===== config.mk =====
export PLATFORM = sky130hd
export DESIGN_NAME = key_value_line_splitter
export DESIGN_NICKNAME = d
export VERILOG_FILES = /design/src/rtl/kvls_pkg.sv /design/src/rtl/key_value_line_splitter.sv /design/src/rtl/kvls_in_stage.sv /design/src/rtl/kvls_tracker.sv
export SDC_FILE = /design/constraint.sdc
export NUM_CORES = 1
export LEC_CHECK = 0
export BUFFER_PORTS_ARGS = -buffer_cell sky130_fd_sc_hd__buf_4
export CORE_UTILIZATION = 30
export DETAILED_ROUTE_END_ITERATION = 7
export PLACE_DENSITY_LB_ADDON = 0.12
export SLEW_MARGIN = 10
export SYNTH_ARGS = -nofsm -noshare
export SYNTH_HDL_FRONTEND = slang
export SYNTH_SLANG_ARGS = --single-unit

===== constraint.sdc =====
create_clock -name clk -period 5.8 [get_ports clk]
set_clock_uncertainty 0.15 [all_clocks]
set_input_delay 0.58 -clock clk [delete_from_list [all_inputs] [get_ports clk]]
set_output_delay 0.58 -clock clk [all_outputs]
set_load 0.02 [all_outputs]

===== src/rtl/kvls_pkg.sv =====
// Package for the key/value line splitter.
// Holds byte constants, field widths and the result record shared by the top level and the tracker.
// No dependencies.
`default_nettype none

package kvls_pkg;

    localparam int FIELD_BITS = 16;

    localparam logic [7:0] NEWLINE_BYTE    = 8'h0A;
    localparam logic [7:0] SPACE_BYTE      = 8'h20;
    localparam logic [7:0] DELIMITER_RESET = 8'h3A;

    // One line summary, as it leaves the block
    typedef struct packed {
        logic                  found;
        logic [FIELD_BITS-1:0] key_offset;
        logic [FIELD_BITS-1:0] key_length;
        logic [FIELD_BITS-1:0] value_offset;
        logic [FIELD_BITS-1:0] value_length;
        logic                  end_of_buffer;
        logic                  overflow;
    } kvls_result_t;

endpackage

`default_nettype wire


===== src/rtl/key_value_line_splitter.sv =====
// Top level of the key/value line splitter: input stage, line tracker, result register.
// Depends on kvls_pkg, kvls_in_stage and kvls_tracker.
//
//   Channel   Direction  Payload
//   s_axis    in         tdata[7:0] text_byte, tlast last_byte
//   m_axis    out        tdata key_offset/key_length/value_offset/value_length,
//                        tuser found/overflow, tlast end_of_buffer
//   cfg       in         cfg_wdata delimiter, written when cfg_we is high
//
// One byte per cycle while no stalled result holds the flow; a byte is registered in the input
// register, and its line summary is registered in the result register when that byte advances
// out of the input register.
// rst_n is asynchronous and clears the valid flags of both stages, position, line state and overflow;
// the delimiter returns to ':'.
// A stalled result holds a byte that closes a line in the input register; bytes
// that close no line keep flowing until such a byte reaches it.
`default_nettype none

module key_value_line_splitter
#(
    parameter int OFFSET_BITS = 16
)
(
    input  wire logic        clk,
    input  wire logic        rst_n,
    input  wire logic        cfg_we,
    input  wire logic [7:0]  cfg_wdata,      // delimiter
    input  wire logic        s_axis_tvalid,
    output logic             s_axis_tready,
    input  wire logic [7:0]  s_axis_tdata,   // [7:0] text_byte
    input  wire logic        s_axis_tlast,   // last_byte
    output logic             m_axis_tvalid,
    input  wire logic        m_axis_tready,
    output logic [63:0]      m_axis_tdata,   // key_offset, key_length, value_offset, value_length
    output logic [1:0]       m_axis_tuser,   // found, overflow
    output logic             m_axis_tlast    // end_of_buffer
);
    import kvls_pkg::*;

    logic [7:0]   delim_reg;
    logic         held_valid;
    logic [7:0]   held_byte;
    logic         held_last;
    logic         advance;
    logic         line_done;
    kvls_result_t line_result;
    kvls_result_t out_reg;
    logic         out_valid_reg;
    logic         out_valid_next;

    // Delimiter register
    always_ff @(posedge clk or negedge rst_n)
    begin
        if (!rst_n)
        begin
            delim_reg <= DELIMITER_RESET;
        end
        else if (cfg_we)
        begin
            delim_reg <= cfg_wdata;
        end
    end

    kvls_in_stage u_in_stage
    (
        .clk        (clk),
        .rst_n      (rst_n),
        .in_valid   (s_axis_tvalid),
        .in_ready   (s_axis_tready),
        .in_byte    (s_axis_tdata),
        .in_last    (s_axis_tlast),
        .consume    (advance),
        .held_valid (held_valid),
        .held_byte  (held_byte),
        .held_last  (held_last)
    );

    kvls_tracker #(.OFFSET_BITS(OFFSET_BITS)) u_tracker
    (
        .clk       (clk),
        .rst_n     (rst_n),
        .step      (advance),
        .text_byte (held_byte),
        .last_byte (held_last),
        .delimiter (delim_reg),
        .line_done (line_done),
        .result    (line_result)
    );

    // Advance when the byte makes no result or the result slot is free
    assign advance = held_valid && (!line_done || !out_valid_reg || m_axis_tready);

    always_comb
    begin
        out_valid_next = out_valid_reg;
        if (advance && line_done)
        begin
            out_valid_next = 1'b1;
        end
        else if (m_axis_tready)
        begin
            out_valid_next = 1'b0;
        end
    end

    always_ff @(posedge clk or negedge rst_n)
    begin
        if (!rst_n)
        begin
            out_valid_reg <= 1'b0;
        end
        else
        begin
            out_valid_reg <= out_valid_next;
        end
    end

    // Result payload: load when a line closes
    always_ff @(posedge clk)
    begin
        if (advance && line_done)
        begin
            out_reg <= line_result;
        end
    end

    assign m_axis_tvalid = out_valid_reg;
    assign m_axis_tdata  = {out_reg.value_length, out_reg.value_offset,
                            out_reg.key_length, out_reg.key_offset};
    assign m_axis_tuser  = {out_reg.overflow, out_reg.found};
    assign m_axis_tlast  = out_reg.end_of_buffer;

`ifndef SYNTHESIS
    // A line without a pair carries no offsets or lengths
    a_no_pair_zero: assert property (@(posedge clk) disable iff (!rst_n)
        (m_axis_tvalid && !m_axis_tuser[0]) |-> (m_axis_tdata == 64'd0))
        else $error("result without a pair has nonzero fields");

    // A closing byte never overwrites a result that is still waiting
    a_no_overwrite: assert property (@(posedge clk) disable iff (!rst_n)
        (advance && line_done) |-> (!out_valid_reg || m_axis_tready))
        else $error("result register overwritten while stalled");

    // Input back-pressure only when a byte is held
    a_ready_when_empty: assert property (@(posedge clk) disable iff (!rst_n)
        !held_valid |-> s_axis_tready)
        else $error("input stalled with empty input register");
`endif

endmodule

`default_nettype wire


===== src/rtl/kvls_in_stage.sv =====
// Input register of the key/value line splitter.
// Holds one byte transaction until the tracker consumes it. Uses no package items.
`default_nettype none

module kvls_in_stage
(
    input  wire logic       clk,
    input  wire logic       rst_n,
    input  wire logic       in_valid,
    output logic            in_ready,
    input  wire logic [7:0] in_byte,
    input  wire logic       in_last,
    input  wire logic       consume,
    output logic            held_valid,
    output logic [7:0]      held_byte,
    output logic            held_last
);

    logic       valid_reg;
    logic       valid_next;
    logic [7:0] byte_reg;
    logic       last_reg;

    // Take a new byte whenever the slot is empty or drains this cycle
    assign in_ready = !valid_reg || consume;

    always_comb
    begin
        valid_next = valid_reg;
        if (in_ready)
        begin
            valid_next = in_valid;
        end
    end

    always_ff @(posedge clk or negedge rst_n)
    begin
        if (!rst_n)
        begin
            valid_reg <= 1'b0;
        end
        else
        begin
            valid_reg <= valid_next;
        end
    end

    // Payload: load on acceptance
    always_ff @(posedge clk)
    begin
        if (in_valid && in_ready)
        begin
            byte_reg <= in_byte;
            last_reg <= in_last;
        end
    end

    assign held_valid = valid_reg;
    assign held_byte  = byte_reg;
    assign held_last  = last_reg;

endmodule

`default_nettype wire


===== src/rtl/kvls_tracker.sv =====
// Line tracker of the key/value line splitter: position, delimiter and trim bounds.
// Builds the line summary for the byte at its input. Depends on kvls_pkg.
`default_nettype none

module kvls_tracker
#(
    parameter int OFFSET_BITS = 16
)
(
    input  wire logic                  clk,
    input  wire logic                  rst_n,
    input  wire logic                  step,
    input  wire logic [7:0]            text_byte,
    input  wire logic                  last_byte,
    input  wire logic [7:0]            delimiter,
    output logic                       line_done,
    output kvls_pkg::kvls_result_t     result
);
    import kvls_pkg::*;

    // Offsets live in at most FIELD_BITS bits; the limit is all ones there
    localparam int PW = (OFFSET_BITS >= FIELD_BITS) ? FIELD_BITS : OFFSET_BITS;
    localparam logic [PW-1:0] LIMIT = {PW{1'b1}};

    logic [PW-1:0] position_reg,    position_next;
    logic          seen_reg,        seen_next;
    logic [PW-1:0] delim_at_reg,    delim_at_next;
    logic [PW-1:0] key_begin_reg,   key_begin_next;
    logic          key_valid_reg,   key_valid_next;
    logic [PW-1:0] key_end_reg,     key_end_next;
    logic [PW-1:0] value_begin_reg, value_begin_next;
    logic          value_valid_reg, value_valid_next;
    logic [PW-1:0] value_end_reg,   value_end_next;
    logic          overflow_reg,    overflow_next;

    logic          is_newline;
    logic          is_space;
    logic          at_limit;
    logic [PW-1:0] after;
    logic [PW-1:0] close_pos;

    assign is_newline = (text_byte == NEWLINE_BYTE);
    assign is_space   = (text_byte == SPACE_BYTE);
    assign at_limit   = (position_reg == LIMIT);
    assign after      = at_limit ? position_reg : position_reg + 1'b1;
    assign line_done  = is_newline || last_byte;
    assign close_pos  = is_newline ? position_reg : after;

    // Update bounds for the current byte
    always_comb
    begin
        seen_next        = seen_reg;
        delim_at_next    = delim_at_reg;
        key_begin_next   = key_begin_reg;
        key_valid_next   = key_valid_reg;
        key_end_next     = key_end_reg;
        value_begin_next = value_begin_reg;
        value_valid_next = value_valid_reg;
        value_end_next   = value_end_reg;
        overflow_next    = overflow_reg || at_limit;
        position_next    = after;
        if (!is_newline)
        begin
            if (!seen_reg && text_byte == delimiter)
            begin
                seen_next     = 1'b1;
                delim_at_next = position_reg;
            end
            else if (!seen_reg)
            begin
                if (!is_space)
                begin
                    if (!key_valid_reg)
                    begin
                        key_begin_next = position_reg;
                        key_valid_next = 1'b1;
                    end
                    key_end_next = after;
                end
            end
            else if (!is_space)
            begin
                if (!value_valid_reg)
                begin
                    value_begin_next = position_reg;
                    value_valid_next = 1'b1;
                end
                value_end_next = after;
            end
        end
    end

    // Build the summary from the updated bounds
    always_comb
    begin
        result               = '0;
        result.end_of_buffer = last_byte;
        result.overflow      = overflow_next;
        if (seen_next)
        begin
            result.found = 1'b1;
            if (key_valid_next)
            begin
                result.key_offset = FIELD_BITS'(key_begin_next);
                result.key_length = FIELD_BITS'(key_end_next - key_begin_next);
            end
            else
            begin
                result.key_offset = FIELD_BITS'(delim_at_next);
            end
            if (value_valid_next)
            begin
                result.value_offset = FIELD_BITS'(value_begin_next);
                result.value_length = FIELD_BITS'(value_end_next - value_begin_next);
            end
            else
            begin
                result.value_offset = FIELD_BITS'(close_pos);
            end
        end
    end

    // Advance state; clear the line at its end and everything at buffer end
    always_ff @(posedge clk or negedge rst_n)
    begin
        if (!rst_n)
        begin
            position_reg    <= '0;
            seen_reg        <= 1'b0;
            delim_at_reg    <= '0;
            key_begin_reg   <= '0;
            key_valid_reg   <= 1'b0;
            key_end_reg     <= '0;
            value_begin_reg <= '0;
            value_valid_reg <= 1'b0;
            value_end_reg   <= '0;
            overflow_reg    <= 1'b0;
        end
        else if (step)
        begin
            if (line_done)
            begin
                seen_reg        <= 1'b0;
                delim_at_reg    <= '0;
                key_begin_reg   <= '0;
                key_valid_reg   <= 1'b0;
                key_end_reg     <= '0;
                value_begin_reg <= '0;
                value_valid_reg <= 1'b0;
                value_end_reg   <= '0;
            end
            else
            begin
                seen_reg        <= seen_next;
                delim_at_reg    <= delim_at_next;
                key_begin_reg   <= key_begin_next;
                key_valid_reg   <= key_valid_next;
                key_end_reg     <= key_end_next;
                value_begin_reg <= value_begin_next;
                value_valid_reg <= value_valid_next;
                value_end_reg   <= value_end_next;
            end
            if (last_byte)
            begin
                position_reg <= '0;
                overflow_reg <= 1'b0;
            end
            else
            begin
                position_reg <= position_next;
                overflow_reg <= overflow_next;
            end
        end
    end

endmodule

`default_nettype wire

# Word level (Yosys, flattened, before mapping)
# Index checks and enable logic that the tools add are counted.
[totals] reg_bits=186 input_bits=22 out_inout_bits=69 wordCells=94
[op_classes] n_addsub=3 eq_ne=4 n_mux=49 n_reduce_logical=16
[op_table] operator="2-to-1 mux 16 bit" n=32
[op_table] operator="2-to-1 mux 65 bit" n=1
[op_table] operator="subtractor 16 bit" n=2
[op_table] operator="adder 16 x 1 -> 16 bit (second input constant)" n=1
[op_table] operator="equality test 16 bit (second input constant)" n=1
[op_table] operator="2-to-1 mux 1 bit" n=16
[op_table] operator="equality test 8 x 4 -> 1 bit (second input constant)" n=1
[op_table] operator="equality test 8 x 6 -> 1 bit (second input constant)" n=1
[op_table] operator="equality test 8 bit" n=1
[op_table] operator="logical OR 1 bit" n=5
[op_table] operator="logical AND 1 bit" n=4
[op_table] operator="zero test 1 bit" n=4
[op_table] operator="AND reduction 2 bit" n=2
[op_table] operator="nonzero test 2 bit" n=1

# Longest topological paths before layout
[logic_depth] ltp_word=9 mapped_depth=18 mapped_depth_nobuf=17

# By module
# From an unflattened synthesis, not the netlist that was laid out.
[hier_totals] cells_unflattened=940 area_unflattened_um2=10072.2
[modules_own_cells] mod="kvls_tracker" n_inst=1 cells_per_inst=837 area_per_inst_um2=7347.0 seq_area_each_um2=2502.4
[modules_own_cells] mod="key_value_line_splitter" n_inst=1 cells_per_inst=90 area_per_inst_um2=2401.1 seq_area_each_um2=2242.2
[modules_own_cells] mod="kvls_in_stage" n_inst=1 cells_per_inst=13 area_per_inst_um2=324.1 seq_area_each_um2=295.3

# Least setup slack after synthesis
# No wires, ideal clock.
[synth_path] path_kind="register -> register" start="register u_in_stage.byte_reg[3] (netlist: u_in_stage.held_byte[3])" end="register out_reg, in the netlist m_axis_tdata[0], enable pin" setup_time_ns=0.497 arrival_ns=4.294 t_required_ns=5.153 path_slack_ns=0.859 stages_incl_launch_ff=8 path_buffers=1 synth_period_minus_slack_ns=4.941 cell_sequence="edfxtp_1 > and3b_1 > and3_1 > nor2_1 > nor3_1 > nand2b_1 > clkbuf_1 > nor2_1"
[synth_between] elab_chain_len=7
[synth_rtl] element="start: declaration" line="kvls_in_stage.sv:21" rtl="logic [7:0] byte_reg;"
[synth_rtl] element="start signal: assignment" line="kvls_in_stage.sv:53" rtl="byte_reg <= in_byte;"
[synth_rtl] element="equality test 8 x 4 -> 1 bit (*)" line="kvls_tracker.sv:42" rtl="assign is_newline = (text_byte == NEWLINE_BYTE);"
[synth_rtl] element="logical OR 1 bit (*)" line="kvls_tracker.sv:46" rtl="assign line_done = is_newline || last_byte;"
[synth_rtl] element="zero test 1 bit" line="key_value_line_splitter.sv:91" rtl="assign advance = held_valid && (!line_done || !out_valid_reg || m_axis_tready);"
[synth_rtl] element="logical OR 1 bit (2 in series)" line="key_value_line_splitter.sv:91"
[synth_rtl] element="logical AND 1 bit" line="key_value_line_splitter.sv:91"
[synth_rtl] element="logical AND 1 bit (*)" line="key_value_line_splitter.sv:121" rtl="if (advance && line_done)"
[synth_rtl] element="end signal: assignment" line="key_value_line_splitter.sv:123" rtl="out_reg <= line_result;"
[synth_rtl] element="end: declaration" line="key_value_line_splitter.sv:47" rtl="kvls_result_t out_reg;"
# Mark *: on every way between the ends. The rest lies on a longest branch, timed or not.
# A chain may end at the register's enable or synchronous reset.

# Final worst setup path
[layout_path] start="register u_tracker.position_reg[0]" end="register out_reg, in the netlist m_axis_tdata[62], data pin"
[layout_between] elab_chain_len=7 elab_cells_between_ends=13 classes_between="2 x add/sub; 1 x eq/ne; 10 x mux"
[layout_rtl] element="start: declaration" line="kvls_tracker.sv:25" rtl="logic [PW-1:0] position_reg, position_next;"
[layout_rtl] element="start signal: assignment" line="kvls_tracker.sv:170" rtl="position_reg <= position_next;"
[layout_rtl] element="adder 16 x 1 -> 16 bit or equality test 16 bit (tied branches)" line="kvls_tracker.sv:45, kvls_tracker.sv:44"
[layout_rtl] element="2-to-1 mux 16 bit" line="kvls_tracker.sv:45" rtl="assign after = at_limit ? position_reg : position_reg + 1'b1;"
[layout_rtl] element="2-to-1 mux 16 bit" line="kvls_tracker.sv:81" rtl="else if (!is_space)"
[layout_rtl] element="2-to-1 mux 16 bit" line="kvls_tracker.sv:69" rtl="else if (!seen_reg)"
[layout_rtl] element="2-to-1 mux 16 bit" line="kvls_tracker.sv:64" rtl="if (!seen_reg && text_byte == delimiter)"
[layout_rtl] element="2-to-1 mux 16 bit" line="kvls_tracker.sv:62" rtl="if (!is_newline)"
[layout_rtl] element="subtractor 16 bit (*)" line="kvls_tracker.sv:114" rtl="result.value_length = FIELD_BITS'(value_end_next - value_begin_next);"
# Marked as above.

==> impl.org <==
** Place
- At the placement stage, the worst setup path has a slack of just over 700 ps.
- Estimated wirelength of the detail-placed design :: 19.5 mm
- In this run the tool buffered the top-level ports with 90 buffer cells.
- Cell area reported after detailed placement :: roughly 11000 um^2
- Gp weighted congestion :: 0.816

** Cells and area
- Total number of nets in the final design :: between 1k and 1.5k
- Of the cells placed in the final design, the portion with a size suffix greater than 1 is 0.182.
- After routing the design area is about 12000 um^2.
- The register with the most flip-flops in the layout has 64 of them.
- The layout has around 3.4k filler cells.
- Relative area change from synthesis to final layout :: 16.2%
- For this run, the share of the core covered by cells in the final layout is 0.354.
- 0 antenna diodes ended up in the layout.

** Pwr
- The worst-case IR drop observed on VDD is between 150 and 200 uV.
- In this run the static leakage power is approximately 0.0048 uW.
- Of the total power, the share spent switching nets is 0.296.
- Power density over cell area :: around 260 nW/um^2
- Of the total power, the clock network draws 0.383.
- Reported net switching power :: 913 uW
- The share of total power dissipated in sequential elements is 0.472.
- The share of total power dissipated in combinational logic is 0.145.
- Internal power comes to roughly 2200 uW.

** Timing
- Setup TNS after final layout :: 0 ps
- The worst path in the final design needs a cycle of 5150 ps, including I/O delays and setup.
- The worst pin sits at a relative slew slack of 0.301.
- Final hold violations :: 0
- Period utilization :: 0.888
- Slew of the pin with the lowest slew margin :: 1050 ps
- Maximum operating frequency :: 194 MHz
- Unrepaired setup endpoints after global routing :: no
- Number of endpoints failing setup at the final stage :: 0
- Once routing completed, OpenROAD measured the worst setup slack at between 600 and 700 ps.
- The max-slew violation count came to 0.

** Clocking
- Post-CTS resize count :: 0
- TritonCTS built the clock tree.
- No sink is reached through more buffers than the 2 on the longest clock path.
- After clock tree synthesis, the clock-pin slew on the worst setup and hold paths is about 80 ps.
- Post-CTS timing repair inserted 0 buffers for setup.
- The clock drives 186 sinks.
- CTS Root Buffer Type :: sky130_fd_sc_hd__clkbuf_16
- Quantity of hold-fixing buffers added after cts :: 0
- CTS Buf Count :: 17
- The H-tree was split into 4 levels.
- For the worst-skew pair, the clock arrives at the later sink with an insertion delay of 450 ps.

** GRT
- For this run, the total global-route usage over all layers was measured as 0.168.
- Wire length of the first global-routing pass :: between 40 and 50 mm
- Number of global-route vias before repair :: 7701
- The number of antenna violations at the first check in global routing came to 0.
- Global routing finished with a remaining overflow of 0.
- Entering global routing, the biggest net connects 58 pins.

** Setup path
- Critical path type :: reg2reg
- STA puts the critical path data required time at between 5000 and 6000 ps.
- Critical Path, Cell by Cell :: ha_1, nand2_1, nor3_2, nand2_1, nand4_1, xor2_1, o21ai_0, ha_1, o21ai_0, a21boi_1, o21ai_0, a21oi_1, a41o_1, o41a_1, a31oi_1, mux2_2
- The slowest stage of the critical path is the sky130_fd_sc_hd__dfrtp_1 cell.
- For this run, the slowest stage of the critical path takes just under 600 ps.
- Of all nets on the critical path, the largest fanout is 12.
- Data arrives at the worst endpoint at approximately 5200 ps.
- Cell repeated most along the worst path :: sky130_fd_sc_hd__o21ai_0
- FF-to-FF path depth :: 16
- STA classifies the critical path endpoint as a register.
- The worst setup path is launched from a register.

** Floorplanning
- Starting utilization of the core area :: 0.305
- The total area inside the core boundary comes to around 34000 um^2.
- IO Pins :: between 90 and 100
- The floorplan has 67 rows.
- Area of the die :: approximately 35000 um^2
- Vertical die dimension :: ~190 um
- Die span in x :: ~190 um

** Drt
- Residual DRC count :: 0
- Final routed wire length divided by cell count :: ~19 um
- Drt initial violations :: 475
- 1st-pass router iterations :: 5
- Routed Wire Length :: approximately 28 mm
- The detail route stage leaves a number of antenna-violating nets equal to 0.
- After detailed routing, the number of vias per cell comes to 5.02.
- Via Count :: between 7k and 8k

** Synth
- Warnings, synthesis :: 0
- Synth Net Count :: 1029
- Synthesis inferred about 190 register bits.
- A synthesized cell averages between 10 and 15 um^2.
- Distinct cell type count after synthesis :: 76
- Gate count after technology mapping :: roughly 970
- For this run, the register share of the synthesized area comes to 0.494.
- Counting flops with a built-in enable in the synthesized netlist gives 76.
- Mapped Area :: about 10000 um^2
- Of all flip-flops after synthesis, the portion carrying an async set or reset was 0.591.
- Most used DFF post-synth :: sky130_fd_sc_hd__dfrtp_1

** Flow run
- Max-cap violations in this run came to 0.

** Run status
- Result of the run :: finished, final reports clean

** Min path
- The worst hold path belongs to the class in2async.
==> critical path: cells and delay by family (launching register included) <==
kind | cells | cell delay (ps)
XOR/XNOR | 1 | 210
flip-flops | 1 | 580
AO/OA/AOI/OAI | 8 | 1650
multiplexers | 1 | 350
AND/OR/NAND/NOR | 4 | 1320
adder cells (fa/ha/maj) | 2 | 640
==> power groups by stage <==
stage / clock network (uW) / registers [uW] / logic [uW]
after detailed placement: 0 / 1480 / 451
after global routing: 1250 / 1460 / 489
after floorplan: 0 / 1490 / 296
final: 1180 / 1450 / 447
after global placement: 0 / 1480 / 453
after CTS: 1210 / 1460 / 454
==> per-layer routing <==
metal | up-vias | track usage | wire, um
met4 | 0 | 0.0438 | 328
li1 | 3658 | - | -
met2 | 135 | 0.281 | 13900
met3 | 21 | 0.0248 | 748
met5 | - | 0 | 0
met1 | 3682 | 0.226 | 13300
==> synth_stat cells (3+ instances only) <==
cell,instances,area [um^2]
sky130_fd_sc_hd__nand2_1,110,413
sky130_fd_sc_hd__dfrtp_1,106,2650
sky130_fd_sc_hd__o21ai_0,83,415
sky130_fd_sc_hd__edfxtp_1,76,2280
sky130_fd_sc_hd__nor2_1,71,267
sky130_fd_sc_hd__mux2i_1,53,531
sky130_fd_sc_hd__clkbuf_1,47,176
sky130_fd_sc_hd__a22o_1,44,385
sky130_fd_sc_hd__a21oi_1,41,205
sky130_fd_sc_hd__xnor2_1,34,298
sky130_fd_sc_hd__o22ai_1,33,206
sky130_fd_sc_hd__ha_1,32,400
sky130_fd_sc_hd__xor2_1,21,184
sky130_fd_sc_hd__inv_1,17,63.8
sky130_fd_sc_hd__buf_2,11,55.1
sky130_fd_sc_hd__mux2_2,11,124
sky130_fd_sc_hd__nand2b_1,11,68.8
sky130_fd_sc_hd__o31ai_1,11,82.6
sky130_fd_sc_hd__nand3_1,10,50.1
sky130_fd_sc_hd__nand4_1,10,62.6
sky130_fd_sc_hd__nor3_1,10,50.1
sky130_fd_sc_hd__a31oi_1,8,50.1
sky130_fd_sc_hd__and3_1,8,50.1
sky130_fd_sc_hd__nor2b_1,8,50.1
sky130_fd_sc_hd__o21ai_1,7,35.0
sky130_fd_sc_hd__or3_1,7,43.8
sky130_fd_sc_hd__and2_1,6,37.5
sky130_fd_sc_hd__a21o_1,5,37.5
sky130_fd_sc_hd__buf_1,4,15.0
sky130_fd_sc_hd__buf_6,4,45.0
sky130_fd_sc_hd__dfstp_2,4,105
sky130_fd_sc_hd__a211oi_1,3,22.5
sky130_fd_sc_hd__a21boi_1,3,22.5
sky130_fd_sc_hd__a32o_1,3,30.0
sky130_fd_sc_hd__buf_4,3,22.5
sky130_fd_sc_hd__nand3b_1,3,22.5
sky130_fd_sc_hd__nor3b_1,3,22.5
sky130_fd_sc_hd__o22ai_2,3,37.5
==> cell type report <==
type | instances | area, um^2 | share of cell area
sequential | 186 | 5040 | 0.425
multi-input combinational | 700 | 4810 | 0.406
timing repair buffer | 109 | 831 | 0.0700
tap | 448 | 561 | 0.0472
clock buffer | 18 | 429 | 0.0362
clock inverter | 14 | 130 | 0.0110
inverter | 17 | 63.8 | 0.00538
==> path summary, 6_finish.rpt <==
kind                                              start                           end  slack, ps
min                                               rst_n                  delim_reg[0]         40
max in group asynchronous                         rst_n   u_tracker.value_end_reg[12]       4190
min reg2reg                u_tracker.value_begin_reg[3]  u_tracker.value_begin_reg[3]        340
max reg2reg                   u_tracker.position_reg[0]              m_axis_tdata[62]        650
max                           u_tracker.position_reg[0]              m_axis_tdata[62]        650
min in group clk                           s_axis_tlast          u_in_stage.held_last        150
==> cells by family (layout without fill, tap and decap cells) <==
logic type / after synthesis / count (layout) / share of synthesized area
multiplexers: 69 / 69 / 0.0722
AO/OA/AOI/OAI: 267 / 267 / 0.178
flip-flops: 186 / 186 / 0.494
AND/OR/NAND/NOR: 275 / 275 / 0.128
adder cells (fa/ha/maj): 34 / 34 / 0.0431
XOR/XNOR: 55 / 55 / 0.0472
buffers and inverters: 87 / 158 / 0.0375
==> metrics by stage <==
stage               hold slack, ps  std cells  power, uW
detailed placement             321       1460       1930
global route                  87.9       1492       3200
floorplan                      134        973       1790
global placement               314       1460       1940
finish                        43.9       1492       3080
CTS                           90.4       1492       3120
==> placed cells by master, fill, tap and decap left out, types with 9 or more instances in the layout <==
master / n
sky130_fd_sc_hd__ha_1: 32
sky130_fd_sc_hd__nor3_1: 9
sky130_fd_sc_hd__nand3_1: 10
sky130_fd_sc_hd__o31ai_1: 11
sky130_fd_sc_hd__inv_1: 17
sky130_fd_sc_hd__buf_4: 108
sky130_fd_sc_hd__nand2_1: 109
sky130_fd_sc_hd__a21oi_1: 41
sky130_fd_sc_hd__nand4_1: 10
sky130_fd_sc_hd__mux2i_1: 53
sky130_fd_sc_hd__a22o_1: 44
sky130_fd_sc_hd__nor2_1: 70
sky130_fd_sc_hd__edfxtp_1: 76
sky130_fd_sc_hd__mux2_2: 11
sky130_fd_sc_hd__nand2b_1: 10
sky130_fd_sc_hd__clkbuf_16: 17
sky130_fd_sc_hd__dfrtp_1: 106
sky130_fd_sc_hd__o21ai_0: 83
sky130_fd_sc_hd__xnor2_1: 34
sky130_fd_sc_hd__o22ai_1: 33
sky130_fd_sc_hd__xor2_1: 21
(Power assumes the default switching activity.)
